`config.mk`:
```
export PLATFORM = sky130hd
export DESIGN_NAME = decal_triangle_expiry_compactor
export DESIGN_NICKNAME = d
export VERILOG_FILES = /design/src/hdl/dtec_pkg.sv /design/src/hdl/dtec_ram.sv /design/src/hdl/decal_triangle_expiry_compactor.sv
export VERILOG_INCLUDE_DIRS = /design/src /design/src/hdl
export SDC_FILE = /design/constraint.sdc
export NUM_CORES = 2
export LEC_CHECK = 0
export ABC_AREA = 1
export BUFFER_PORTS_ARGS = -buffer_cell sky130_fd_sc_hd__buf_2
export CAP_MARGIN = 20
export CORE_MARGIN = 3
export CORE_UTILIZATION = 51
export DETAILED_ROUTE_END_ITERATION = 8
export MAX_ROUTING_LAYER = met4
export PLACE_DENSITY_LB_ADDON = 0.12
export SYNTH_ARGS = -nofsm -noshare
export SYNTH_HDL_FRONTEND = slang
export SYNTH_SLANG_ARGS = --single-unit
```
`constraint.sdc`:
```
create_clock -name aclk -period 7.9 [get_ports aclk]
set_input_delay 1.185 -clock aclk [delete_from_list [all_inputs] [get_ports aclk]]
set_output_delay 1.185 -clock aclk [all_outputs]
set_load 0.1 [all_outputs]
```
`src/hdl/assert_macros.svh`:
```
// assertion helpers used by the compactor rtl
`ifndef ASSERT_MACROS_SVH
`define ASSERT_MACROS_SVH

// property that must hold at every clock edge out of reset
`define DTEC_ASSERT(label, clk, rstn, prop, msg) \
    label: assert property (@(posedge clk) disable iff (!(rstn)) (prop)) \
        else $error(msg);

// same-cycle implication
`define DTEC_ASSERT_IMP(label, clk, rstn, ante, cons, msg) \
    label: assert property (@(posedge clk) disable iff (!(rstn)) (ante) |-> (cons)) \
        else $error(msg);

// next-cycle implication
`define DTEC_ASSERT_NXT(label, clk, rstn, ante, cons, msg) \
    label: assert property (@(posedge clk) disable iff (!(rstn)) (ante) |=> (cons)) \
        else $error(msg);

`endif

```
`src/hdl/dtec_pkg.sv`:
```
// ----------------------------------------------------------------------------
// dtec_pkg
// Types and codes shared by the decal triangle expiry compactor.
// ----------------------------------------------------------------------------
`default_nettype none

package dtec_pkg;

    localparam int VERT_W = 6;
    localparam int TIME_W = 31;

    localparam logic FUNC_APPEND = 1'b0;
    localparam logic FUNC_SWEEP  = 1'b1;

    localparam logic REG_STAY_TIME = 1'b0;

    typedef enum logic [1:0] {
        KIND_ACK     = 2'd0,
        KIND_TRI     = 2'd1,
        KIND_MOVE    = 2'd2,
        KIND_SUMMARY = 2'd3
    } dtec_kind_t;

    typedef enum logic [3:0] {
        ST_IDLE,
        ST_COMPACT,
        ST_EMPTY,
        ST_REMAP,
        ST_TRI_RD,
        ST_TRI_CAP,
        ST_TRI_RM,
        ST_TRI_OUT,
        ST_MOVE,
        ST_SUMMARY
    } dtec_state_t;

    // table entry, first vertex in the lowest bits
    typedef struct packed {
        logic [TIME_W-1:0] t;
        logic [VERT_W-1:0] c;
        logic [VERT_W-1:0] b;
        logic [VERT_W-1:0] a;
    } dtec_tri_t;

    localparam int TRI_W = $bits(dtec_tri_t);

    typedef struct packed {
        dtec_kind_t        kind;
        logic [VERT_W-1:0] idx_a;
        logic [VERT_W-1:0] idx_b;
        logic [VERT_W-1:0] idx_c;
        logic [TIME_W-1:0] tri_time;
        logic              changed;
        logic              emptied;
        logic              rejected;
        logic              last;
    } dtec_out_t;

endpackage

`default_nettype wire

```
`src/hdl/dtec_ram.sv`:
```
// ----------------------------------------------------------------------------
// dtec_ram
// Generic simple dual-port ram, one write and one registered read port.
// ----------------------------------------------------------------------------
`default_nettype none

module dtec_ram #(
    parameter int WIDTH = 8,
    parameter int DEPTH = 16
) (
    input  wire logic                                  aclk,
    input  wire logic                                  we,
    input  wire logic [(DEPTH > 1 ? $clog2(DEPTH) : 1)-1:0] waddr,
    input  wire logic [WIDTH-1:0]                      wdata,
    input  wire logic [(DEPTH > 1 ? $clog2(DEPTH) : 1)-1:0] raddr,
    output logic      [WIDTH-1:0]                      rdata
);

    logic [WIDTH-1:0] mem [DEPTH];

    always_ff @(posedge aclk) begin
        if (we) begin
            mem[waddr] <= wdata;
        end
        rdata <= mem[raddr];
    end

endmodule

`default_nettype wire

```
`src/hdl/decal_triangle_expiry_compactor.sv`:
```
// ----------------------------------------------------------------------------
// decal_triangle_expiry_compactor
// Triangle table of one decal mesh with append, expiry sweep and vertex
// compaction.
// ----------------------------------------------------------------------------
// usage
//   input words on s_*: tuser selects append (0) or sweep (1); an append
//   stores one triangle and answers with one ack word. a sweep drops expired
//   triangles, packs the used vertices and answers with the kept triangles,
//   one move word per kept vertex and a summary word with tlast set. every
//   input word ends with a result word carrying tlast. the user writes
//   stay_time over the apb port only while the block is idle; not enforced.
// timing
//   an append is accepted and its ack is on m_* the next cycle.
//   a sweep reads the table ram one entry per cycle, then walks the vertex
//   map one vertex per cycle, then takes each kept triangle through the
//   states ST_TRI_RD, ST_TRI_CAP, ST_TRI_RM and ST_TRI_OUT for the table
//   and remap ram reads, then walks the vertex map again for the move
//   words and ends with the summary word, going straight to the summary
//   when nothing is kept. the next input word is taken no earlier than the
//   cycle in which the summary word leaves.
// reset and stall
//   reset empties the table and clears the vertex map; ram contents are not
//   cleared. a stalled m_tready holds the output word and pauses the output
//   walk.
// ----------------------------------------------------------------------------
`default_nettype none
`include "assert_macros.svh"

module decal_triangle_expiry_compactor #(
    parameter int MAX_VERTS = 40,
    parameter int MAX_TRIS  = 20
) (
    input  wire logic        aclk,
    input  wire logic        aresetn,

    input  wire logic        s_tvalid,
    output logic             s_tready,
    // vert_a, vert_b, vert_c, start_time, now_time, vert_count, zero pad
    input  wire logic [87:0] s_tdata,
    // func
    input  wire logic [0:0]  s_tuser,

    output logic             m_tvalid,
    input  wire logic        m_tready,
    // idx_a, idx_b, idx_c, tri_time, changed, emptied, rejected, zero pad
    output logic      [55:0] m_tdata,
    // kind
    output logic      [1:0]  m_tuser,
    output logic             m_tlast,

    input  wire logic        psel,
    input  wire logic        penable,
    input  wire logic        pwrite,
    input  wire logic [2:0]  paddr,
    input  wire logic [31:0] pwdata,
    output logic      [31:0] prdata,
    output logic             pready
);

    import dtec_pkg::*;

    localparam int TCW = $clog2(MAX_TRIS + 1);
    localparam int TIW = (MAX_TRIS > 1) ? $clog2(MAX_TRIS) : 1;
    localparam int VCW = $clog2(MAX_VERTS + 1);
    localparam int VIW = $clog2(MAX_VERTS);

    function automatic logic in_mesh(input logic [VERT_W-1:0] x,
                                     input logic [VCW-1:0] vc);
        return 7'(x) < 7'(vc);
    endfunction

    dtec_state_t          state_reg, state_next;
    logic [TCW-1:0]       tri_count_reg, tri_count_next;
    logic [TCW-1:0]       idx_reg, idx_next;
    logic [TCW-1:0]       kept_reg, kept_next;
    logic                 pend_reg, pend_next;
    logic [VCW-1:0]       v_reg, v_next;
    logic [VCW-1:0]       newv_reg, newv_next;
    logic [VCW-1:0]       mv_reg, mv_next;
    logic [VCW-1:0]       vc_reg, vc_next;
    logic [TIME_W-1:0]    now_reg, now_next;
    logic [TIME_W-1:0]    stay_reg;
    logic [MAX_VERTS-1:0] used_reg, used_next;
    dtec_tri_t            ent_reg, ent_next;
    dtec_out_t            out_reg, out_next;
    logic                 m_tvalid_reg;

    logic                 out_free;
    logic                 out_load;
    logic                 s_acc;
    logic                 sweep_acc;
    logic                 keep;

    logic                 tri_we;
    logic [TIW-1:0]       tri_waddr;
    dtec_tri_t            tri_wdata;
    dtec_tri_t            tri_rdata;
    logic [TRI_W-1:0]     tri_rdata_raw;

    logic                 rm_we;
    logic [VERT_W-1:0]    rm_rdata [3];
    logic [VERT_W-1:0]    ev [3];
    logic [VERT_W-1:0]    nv [3];
    logic [VERT_W-1:0]    cv [3];

    logic [VERT_W-1:0]    in_a, in_b, in_c, in_cnt;
    logic [TIME_W-1:0]    in_start, in_now;

    assign in_a     = s_tdata[5:0];
    assign in_b     = s_tdata[11:6];
    assign in_c     = s_tdata[17:12];
    assign in_start = s_tdata[48:18];
    assign in_now   = s_tdata[79:49];
    assign in_cnt   = s_tdata[85:80];

    assign out_free = !m_tvalid_reg || m_tready;
    assign s_tready = (state_reg == ST_IDLE) && out_free;
    assign s_acc    = s_tvalid && s_tready;
    assign sweep_acc = s_acc && (s_tuser[0] == FUNC_SWEEP);

    assign tri_rdata = dtec_tri_t'(tri_rdata_raw);

    assign cv[0] = tri_rdata.a;
    assign cv[1] = tri_rdata.b;
    assign cv[2] = tri_rdata.c;
    assign ev[0] = ent_reg.a;
    assign ev[1] = ent_reg.b;
    assign ev[2] = ent_reg.c;

    assign keep = ({1'b0, tri_rdata.t} + {1'b0, stay_reg}) > {1'b0, now_reg};

    // every in-mesh vertex of a kept triangle was marked during compaction
    always_comb begin
        for (int j = 0; j < 3; j++) begin
            nv[j] = in_mesh(ev[j], vc_reg) ? rm_rdata[j] : ev[j];
        end
    end

    dtec_ram #(
        .WIDTH (TRI_W),
        .DEPTH (MAX_TRIS)
    ) u_tri_ram (
        .aclk  (aclk),
        .we    (tri_we),
        .waddr (tri_waddr),
        .wdata (tri_wdata),
        .raddr (idx_reg[TIW-1:0]),
        .rdata (tri_rdata_raw)
    );

    for (genvar g = 0; g < 3; g++) begin : g_remap
        dtec_ram #(
            .WIDTH (VERT_W),
            .DEPTH (MAX_VERTS)
        ) u_remap_ram (
            .aclk  (aclk),
            .we    (rm_we),
            .waddr (v_reg[VIW-1:0]),
            .wdata (VERT_W'(newv_reg)),
            .raddr (ev[g][VIW-1:0]),
            .rdata (rm_rdata[g])
        );
    end

    always_comb begin
        state_next     = state_reg;
        tri_count_next = tri_count_reg;
        idx_next       = idx_reg;
        kept_next      = kept_reg;
        pend_next      = pend_reg;
        v_next         = v_reg;
        newv_next      = newv_reg;
        mv_next        = mv_reg;
        vc_next        = vc_reg;
        now_next       = now_reg;
        used_next      = used_reg;
        ent_next       = ent_reg;
        out_next       = out_reg;
        out_load       = 1'b0;
        tri_we         = 1'b0;
        tri_waddr      = kept_reg[TIW-1:0];
        tri_wdata      = tri_rdata;
        rm_we          = 1'b0;

        case (state_reg)
            ST_IDLE: begin
                if (s_acc) begin
                    if (s_tuser[0] == FUNC_APPEND) begin
                        out_load = 1'b1;
                        out_next = '{kind: KIND_ACK, idx_a: '0, idx_b: '0, idx_c: '0,
                                     tri_time: '0, changed: 1'b0, emptied: 1'b0,
                                     rejected: 1'b1, last: 1'b1};
                        if (tri_count_reg < TCW'(MAX_TRIS)) begin
                            tri_we            = 1'b1;
                            tri_waddr         = tri_count_reg[TIW-1:0];
                            tri_wdata         = '{t: in_start, c: in_c, b: in_b, a: in_a};
                            tri_count_next    = tri_count_reg + 1'b1;
                            out_next.rejected = 1'b0;
                        end
                    end else begin
                        now_next   = in_now;
                        vc_next    = (7'(in_cnt) > 7'(MAX_VERTS)) ?
                                     VCW'(MAX_VERTS) : VCW'(in_cnt);
                        idx_next   = '0;
                        kept_next  = '0;
                        pend_next  = 1'b0;
                        used_next  = '0;
                        state_next = ST_COMPACT;
                    end
                end
            end

            ST_COMPACT: begin
                pend_next = idx_reg < tri_count_reg;
                if (idx_reg < tri_count_reg) begin
                    idx_next = idx_reg + 1'b1;
                end
                if (pend_reg && keep) begin
                    tri_we    = 1'b1;
                    kept_next = kept_reg + 1'b1;
                    for (int j = 0; j < 3; j++) begin
                        if (in_mesh(cv[j], vc_reg)) begin
                            used_next[cv[j][VIW-1:0]] = 1'b1;
                        end
                    end
                end
                if (!(idx_reg < tri_count_reg) && !pend_reg) begin
                    v_next     = '0;
                    newv_next  = '0;
                    state_next = (kept_reg == '0) ? ST_EMPTY : ST_REMAP;
                end
            end

            ST_EMPTY: begin
                if (out_free) begin
                    out_load       = 1'b1;
                    out_next       = '{kind: KIND_SUMMARY, idx_a: '0, idx_b: '0,
                                       idx_c: '0, tri_time: '0,
                                       changed: (tri_count_reg != '0), emptied: 1'b1,
                                       rejected: 1'b0, last: 1'b1};
                    tri_count_next = '0;
                    used_next      = '0;
                    state_next     = ST_IDLE;
                end
            end

            ST_REMAP: begin
                if (v_reg == vc_reg) begin
                    idx_next   = '0;
                    state_next = ST_TRI_RD;
                end else begin
                    if (used_reg[v_reg[VIW-1:0]]) begin
                        rm_we     = 1'b1;
                        newv_next = newv_reg + 1'b1;
                    end
                    v_next = v_reg + 1'b1;
                end
            end

            ST_TRI_RD: begin
                state_next = ST_TRI_CAP;
            end

            ST_TRI_CAP: begin
                ent_next   = tri_rdata;
                state_next = ST_TRI_RM;
            end

            ST_TRI_RM: begin
                state_next = ST_TRI_OUT;
            end

            ST_TRI_OUT: begin
                if (out_free) begin
                    out_load  = 1'b1;
                    out_next  = '{kind: KIND_TRI, idx_a: nv[0], idx_b: nv[1], idx_c: nv[2],
                                  tri_time: ent_reg.t, changed: 1'b0, emptied: 1'b0,
                                  rejected: 1'b0, last: 1'b0};
                    tri_we    = 1'b1;
                    tri_waddr = idx_reg[TIW-1:0];
                    tri_wdata = '{t: ent_reg.t, c: nv[2], b: nv[1], a: nv[0]};
                    idx_next  = idx_reg + 1'b1;
                    if (TCW'(idx_reg + 1'b1) == kept_reg) begin
                        v_next     = '0;
                        mv_next    = '0;
                        state_next = ST_MOVE;
                    end else begin
                        state_next = ST_TRI_RD;
                    end
                end
            end

            ST_MOVE: begin
                if (v_reg == vc_reg) begin
                    state_next = ST_SUMMARY;
                end else if (used_reg[v_reg[VIW-1:0]]) begin
                    if (out_free) begin
                        out_load = 1'b1;
                        out_next = '{kind: KIND_MOVE, idx_a: VERT_W'(v_reg),
                                     idx_b: VERT_W'(mv_reg), idx_c: '0, tri_time: '0,
                                     changed: 1'b0, emptied: 1'b0, rejected: 1'b0,
                                     last: 1'b0};
                        mv_next  = mv_reg + 1'b1;
                        v_next   = v_reg + 1'b1;
                    end
                end else begin
                    v_next = v_reg + 1'b1;
                end
            end

            ST_SUMMARY: begin
                if (out_free) begin
                    out_load       = 1'b1;
                    out_next       = '{kind: KIND_SUMMARY, idx_a: VERT_W'(kept_reg),
                                       idx_b: VERT_W'(newv_reg), idx_c: '0,
                                       tri_time: '0,
                                       changed: (kept_reg != tri_count_reg) ||
                                                (newv_reg != vc_reg),
                                       emptied: 1'b0, rejected: 1'b0, last: 1'b1};
                    tri_count_next = kept_reg;
                    state_next     = ST_IDLE;
                end
            end

            default: begin
                state_next = ST_IDLE;
            end
        endcase
    end

    always_ff @(posedge aclk) begin
        if (!aresetn) begin
            state_reg     <= ST_IDLE;
            tri_count_reg <= '0;
            idx_reg       <= '0;
            kept_reg      <= '0;
            pend_reg      <= 1'b0;
            v_reg         <= '0;
            newv_reg      <= '0;
            mv_reg        <= '0;
            used_reg      <= '0;
            m_tvalid_reg  <= 1'b0;
            stay_reg      <= '0;
        end else begin
            state_reg     <= state_next;
            tri_count_reg <= tri_count_next;
            idx_reg       <= idx_next;
            kept_reg      <= kept_next;
            pend_reg      <= pend_next;
            v_reg         <= v_next;
            newv_reg      <= newv_next;
            mv_reg        <= mv_next;
            used_reg      <= used_next;
            if (out_load) begin
                m_tvalid_reg <= 1'b1;
            end else if (m_tready) begin
                m_tvalid_reg <= 1'b0;
            end
            if (psel && penable && pwrite && (paddr[2] == REG_STAY_TIME)) begin
                stay_reg <= pwdata[TIME_W-1:0];
            end
        end
    end

    always_ff @(posedge aclk) begin
        vc_reg  <= vc_next;
        now_reg <= now_next;
        ent_reg <= ent_next;
        out_reg <= out_next;
    end

    assign m_tvalid = m_tvalid_reg;
    assign m_tuser  = out_reg.kind;
    assign m_tlast  = out_reg.last;
    assign m_tdata  = {4'b0, out_reg.rejected, out_reg.emptied, out_reg.changed,
                       out_reg.tri_time, out_reg.idx_c, out_reg.idx_b, out_reg.idx_a};

    assign pready = 1'b1;
    assign prdata = (paddr[2] == REG_STAY_TIME) ? {1'b0, stay_reg} : 32'd0;

    `DTEC_ASSERT(a_count_bound, aclk, aresetn, tri_count_reg <= TCW'(MAX_TRIS),
        "triangle count above table depth")
    `DTEC_ASSERT_IMP(a_compact_order, aclk, aresetn, state_reg == ST_COMPACT,
        kept_reg <= idx_reg, "compaction write ran ahead of the read")
    `DTEC_ASSERT_IMP(a_move_count, aclk, aresetn, state_reg == ST_MOVE,
        mv_reg <= newv_reg, "more moves than kept vertices")
    `DTEC_ASSERT_IMP(a_no_overwrite, aclk, aresetn, out_load, out_free,
        "output word overwritten before taken")
    `DTEC_ASSERT_NXT(a_sweep_clear, aclk, aresetn, sweep_acc, used_reg == '0,
        "vertex map not cleared at sweep start")

endmodule

`default_nettype wire

```
==> reports/results.tsv <==
stage	metric	value	unit
critical_path	startpoint	u_tri_ram.rdata[18]$_DFF_P_	
final_layout	top_register	u_tri_ram.mem	
pwr	power_frac_clock	29.8	%
global_route	grtUsageTotal	31.4	%
final_layout	layout_common_cells	edfxtp_1 (1,361), nor2_1 (1,071), o21ai_0 (991)	
global_route	grt_pass1_wl	321000	µm
pwr	ir_drop	0.265	mV
floorplan	start_util	51.4	%
place	place_inst	8134	
critical_path	cp.required	8.31	ns
floorplan	fp.dieW	373	µm
floorplan	ios	225	
sta	slew_viol_final	0	
detailed_routing	drc	0	
final_layout	drive_gt1_share	10.4	%
sta	setup_violations	0	
detailed_routing	vias_per_cell	6.27	
place	place.gp.congestion	0.985	
detailed_routing	vias	52900	
pwr	switching_share	35.2	%
synth	synth.avg_cell_area	10.7	µm²
clock_network	cts.path.max_buffers	3	
critical_path	worstSetupEndpoint	u_tri_ram.mem[6][3]$_DFFE_PP_	
sta	worstMarginPinSlew	1.09	ns
floorplan	num_rows	134	
place	io_buffer_count	213	
synth	ys.flop_type	edfxtp_1	
job	max-cap-violations	0	
clock_network	cts_setup_buffers	0	
sta	rsz0062_at_grt	false	
critical_path	reg2reg_depth	21	
outcome	status	complete, no violations	
final_layout	finalNetCount	6766	
pwr	power_leakage	26.6	nW
pwr	power_density	325	nW/µm²
pwr	p_switching	8.81	mW
final_layout	instances_no_fill	8429	
clock_network	cts_tree	done	
clock_network	cts_root_buf	clkbuf_16	
critical_path	crit_arrival	7.01	ns
final_layout	final_common_cell	edfxtp_1	
detailed_routing	drt_iter0_markers	7196	
clock_network	clk_latency	0.80	ns
critical_path	worstSetupPathType	flip-flop to flip-flop	
sta	fin_setup_tns	0	ns
detailed_routing	wire_per_inst	26.0	µm
global_route	first_global_vias	49000	
synth	synth-warning-count	0	
synth	ys_seq_area_share	64.5	%
pwr	p_seq_share	43.2	%
pwr	pwr-share-comb	27.0	%
critical_path	r2r_setup_slack	1.29	ns
sta	skew	0.0276	ns
detailed_routing	firstDrtPassIters	7	
detailed_routing	drt-total-wl	219000	µm
sta	finalHoldViolations	0	
place	dp_hpwl	133000	µm
floorplan	die_area	139000	µm²
sta	maxSlewHeadroom	27.0	%
synth	synth-seq-cells	1538	
detailed_routing	ant_nets	0	
final_layout	regArea	44400	µm²
final_layout	multiInputGateArea	21700	µm²
final_layout	syn2layout_area_growth	11.9	%
global_route	antenna_found_initial	5	
clock_network	numCtsBuffers	161	
hold_path	min_path_type	flip-flop to flip-flop	
synth	synth_edf_count	1361	
critical_path	r2r-start	u_tri_ram.rdata[18]$_DFF_P_	
sta	fmax	151	MHz
critical_path	critPathCaptureType	flip-flop	
pwr	p_int	16.2	mW
sta	period_share	83.6	%
critical_path	reg2reg_to	u_tri_ram.mem[6][3]$_DFFE_PP_	
floorplan	core-area	134000	µm²
critical_path	critPathMaxFanout	33	
clock_network	cts.clk_slew.worst_paths	0.06	ns
synth	netlist_area	68800	µm²
global_route	overflow	0	
synth	synth_cell_types	63	
floorplan	fp.dieH	373	µm
clock_network	cts_htree_levels	4	
synth	async_flop_share	0	%
sta	post-route-min-period	6.61	ns
clock_network	postCtsResizedCells	0	
clock_network	clock_sinks	1538	
final_layout	largest_reg_flops	980	
final_layout	final.fill_count	11100	
critical_path	start_kind	flip-flop	
global_route	grt_start_max_net_pins	193	
clock_network	cts_hold_buf	0	
synth	synthCells	6427	
metal layers:
layer | wire length, µm | global-route usage, %
met4 | 5950 | 9.07
met3 | 24000 | 6.90
met5 | 0 | -
met2 | 95300 | 45.0
met1 | 93800 | 45.1
how the worst min path moves through the flow:
stage                                           start  slack, ns                   endpoint  cells after the start
after global placement       used_reg[5]$_SDFFE_PN0P_       0.44   used_reg[5]$_SDFFE_PN0P_                      2
after floorplan           u_tri_ram.rdata[12]$_DFF_P_       0.41      ent_reg[12]$_DFFE_PN_                      0
final                     u_tri_ram.rdata[24]$_DFF_P_       0.46      ent_reg[24]$_DFFE_PN_                      0
after global routing        used_reg[17]$_SDFFE_PN0P_       0.47  used_reg[17]$_SDFFE_PN0P_                      2
after detailed placement  u_tri_ram.rdata[24]$_DFF_P_       0.45      ent_reg[24]$_DFFE_PN_                      0
after CTS                   used_reg[17]$_SDFFE_PN0P_       0.46  used_reg[17]$_SDFFE_PN0P_                      2
Yosys cell counts (12+ instances only):
master        n  area share, %
a21oi_1     341            2.5
a22oi_1      12           0.13
a31oi_1      60           0.55
a32o_1       48           0.70
buf_1        34           0.19
clkbuf_1    367            2.0
dfxtp_1     177            5.1
edfxtp_1   1361             59
ha_1        104            1.9
inv_1       309            1.7
inv_2        18          0.098
nand2_1     604            3.3
nand3_1     110           0.80
nand4_1      29           0.26
nor2_1     1093            6.0
nor3_1       37           0.27
o2111ai_1    15           0.19
o211ai_1     95            1.0
o21ai_0     991            7.2
o221ai_1    136            1.7
o22ai_1     269            2.4
xnor2_1      27           0.34
xor2_1       36           0.46
worst max-delay path, stage by stage, from the launching register on:
cell      delay, ns
dfxtp_1        0.37
ha_1           0.19
inv_1          0.06
fa_1           0.39
nand3b_1       0.18
nand2_1        0.16
a21oi_1        0.13
o21bai_1       0.28
a21boi_1       0.20
o21ai_0        0.37
a21boi_1       0.18
xnor2_1        0.17
ha_1           0.28
nand2_1        0.07
nor4b_1        0.58
nand4_1        0.17
nand2_1        0.27
nand3_2        0.18
nand2_1        0.17
nand2_1        0.32
nor2_4         0.75
buf_4          0.69
power groups by stage:
stage | Clock, mW | Combinational (mW) | Sequential [mW]
floorplan | 0 | 3.67 | 11.4
global placement | 0 | 6.57 | 11.0
finish | 7.45 | 6.77 | 10.8
detailed placement | 0 | 6.67 | 11.0
global route | 7.86 | 7.32 | 10.8
CTS | 7.54 | 6.68 | 10.8
cell type report:
class                   instances  area share [%]
repair buffers                361            2.96
clock buffers                 211            5.78
diodes                          4          0.0130
well taps                    1768            2.87
flip-flops and latches       1538            57.7
clock inverters                79           0.900
multi-input cells            4138            28.2
inverters                     330            1.63
through the flow:
stage / utilization [%] / cell area [µm²] / worst slack [ns] / hold WS [ns] / total power [mW]
after CTS: 57.6 / 77000 / 1.26 / 0.456 / 25.0
after global routing: 57.6 / 77000 / 1.02 / 0.474 / 26.0
after global placement: 53.7 / 71900 / 1.32 / 0.444 / 17.5
after floorplan: - / 68800 / 1.95 / 0.406 / 15.1
after detailed placement: 53.7 / 71900 / 1.28 / 0.446 / 17.6
final: 57.6 / 77000 / 1.29 / 0.460 / 25.0
cells by family after synthesis:
logic type | Yosys count | share of synthesized area, %
AO/OA/AOI/OAI | 2036 | 17.3
AND/OR/NAND/NOR | 1928 | 11.3
flip-flops | 1538 | 64.5
buffers and inverters | 755 | 4.22
adder cells (fa/ha/maj) | 105 | 1.92
XOR/XNOR | 63 | 0.802
other | 2 | 0.0109
Power figures use the tool's default switching activity.
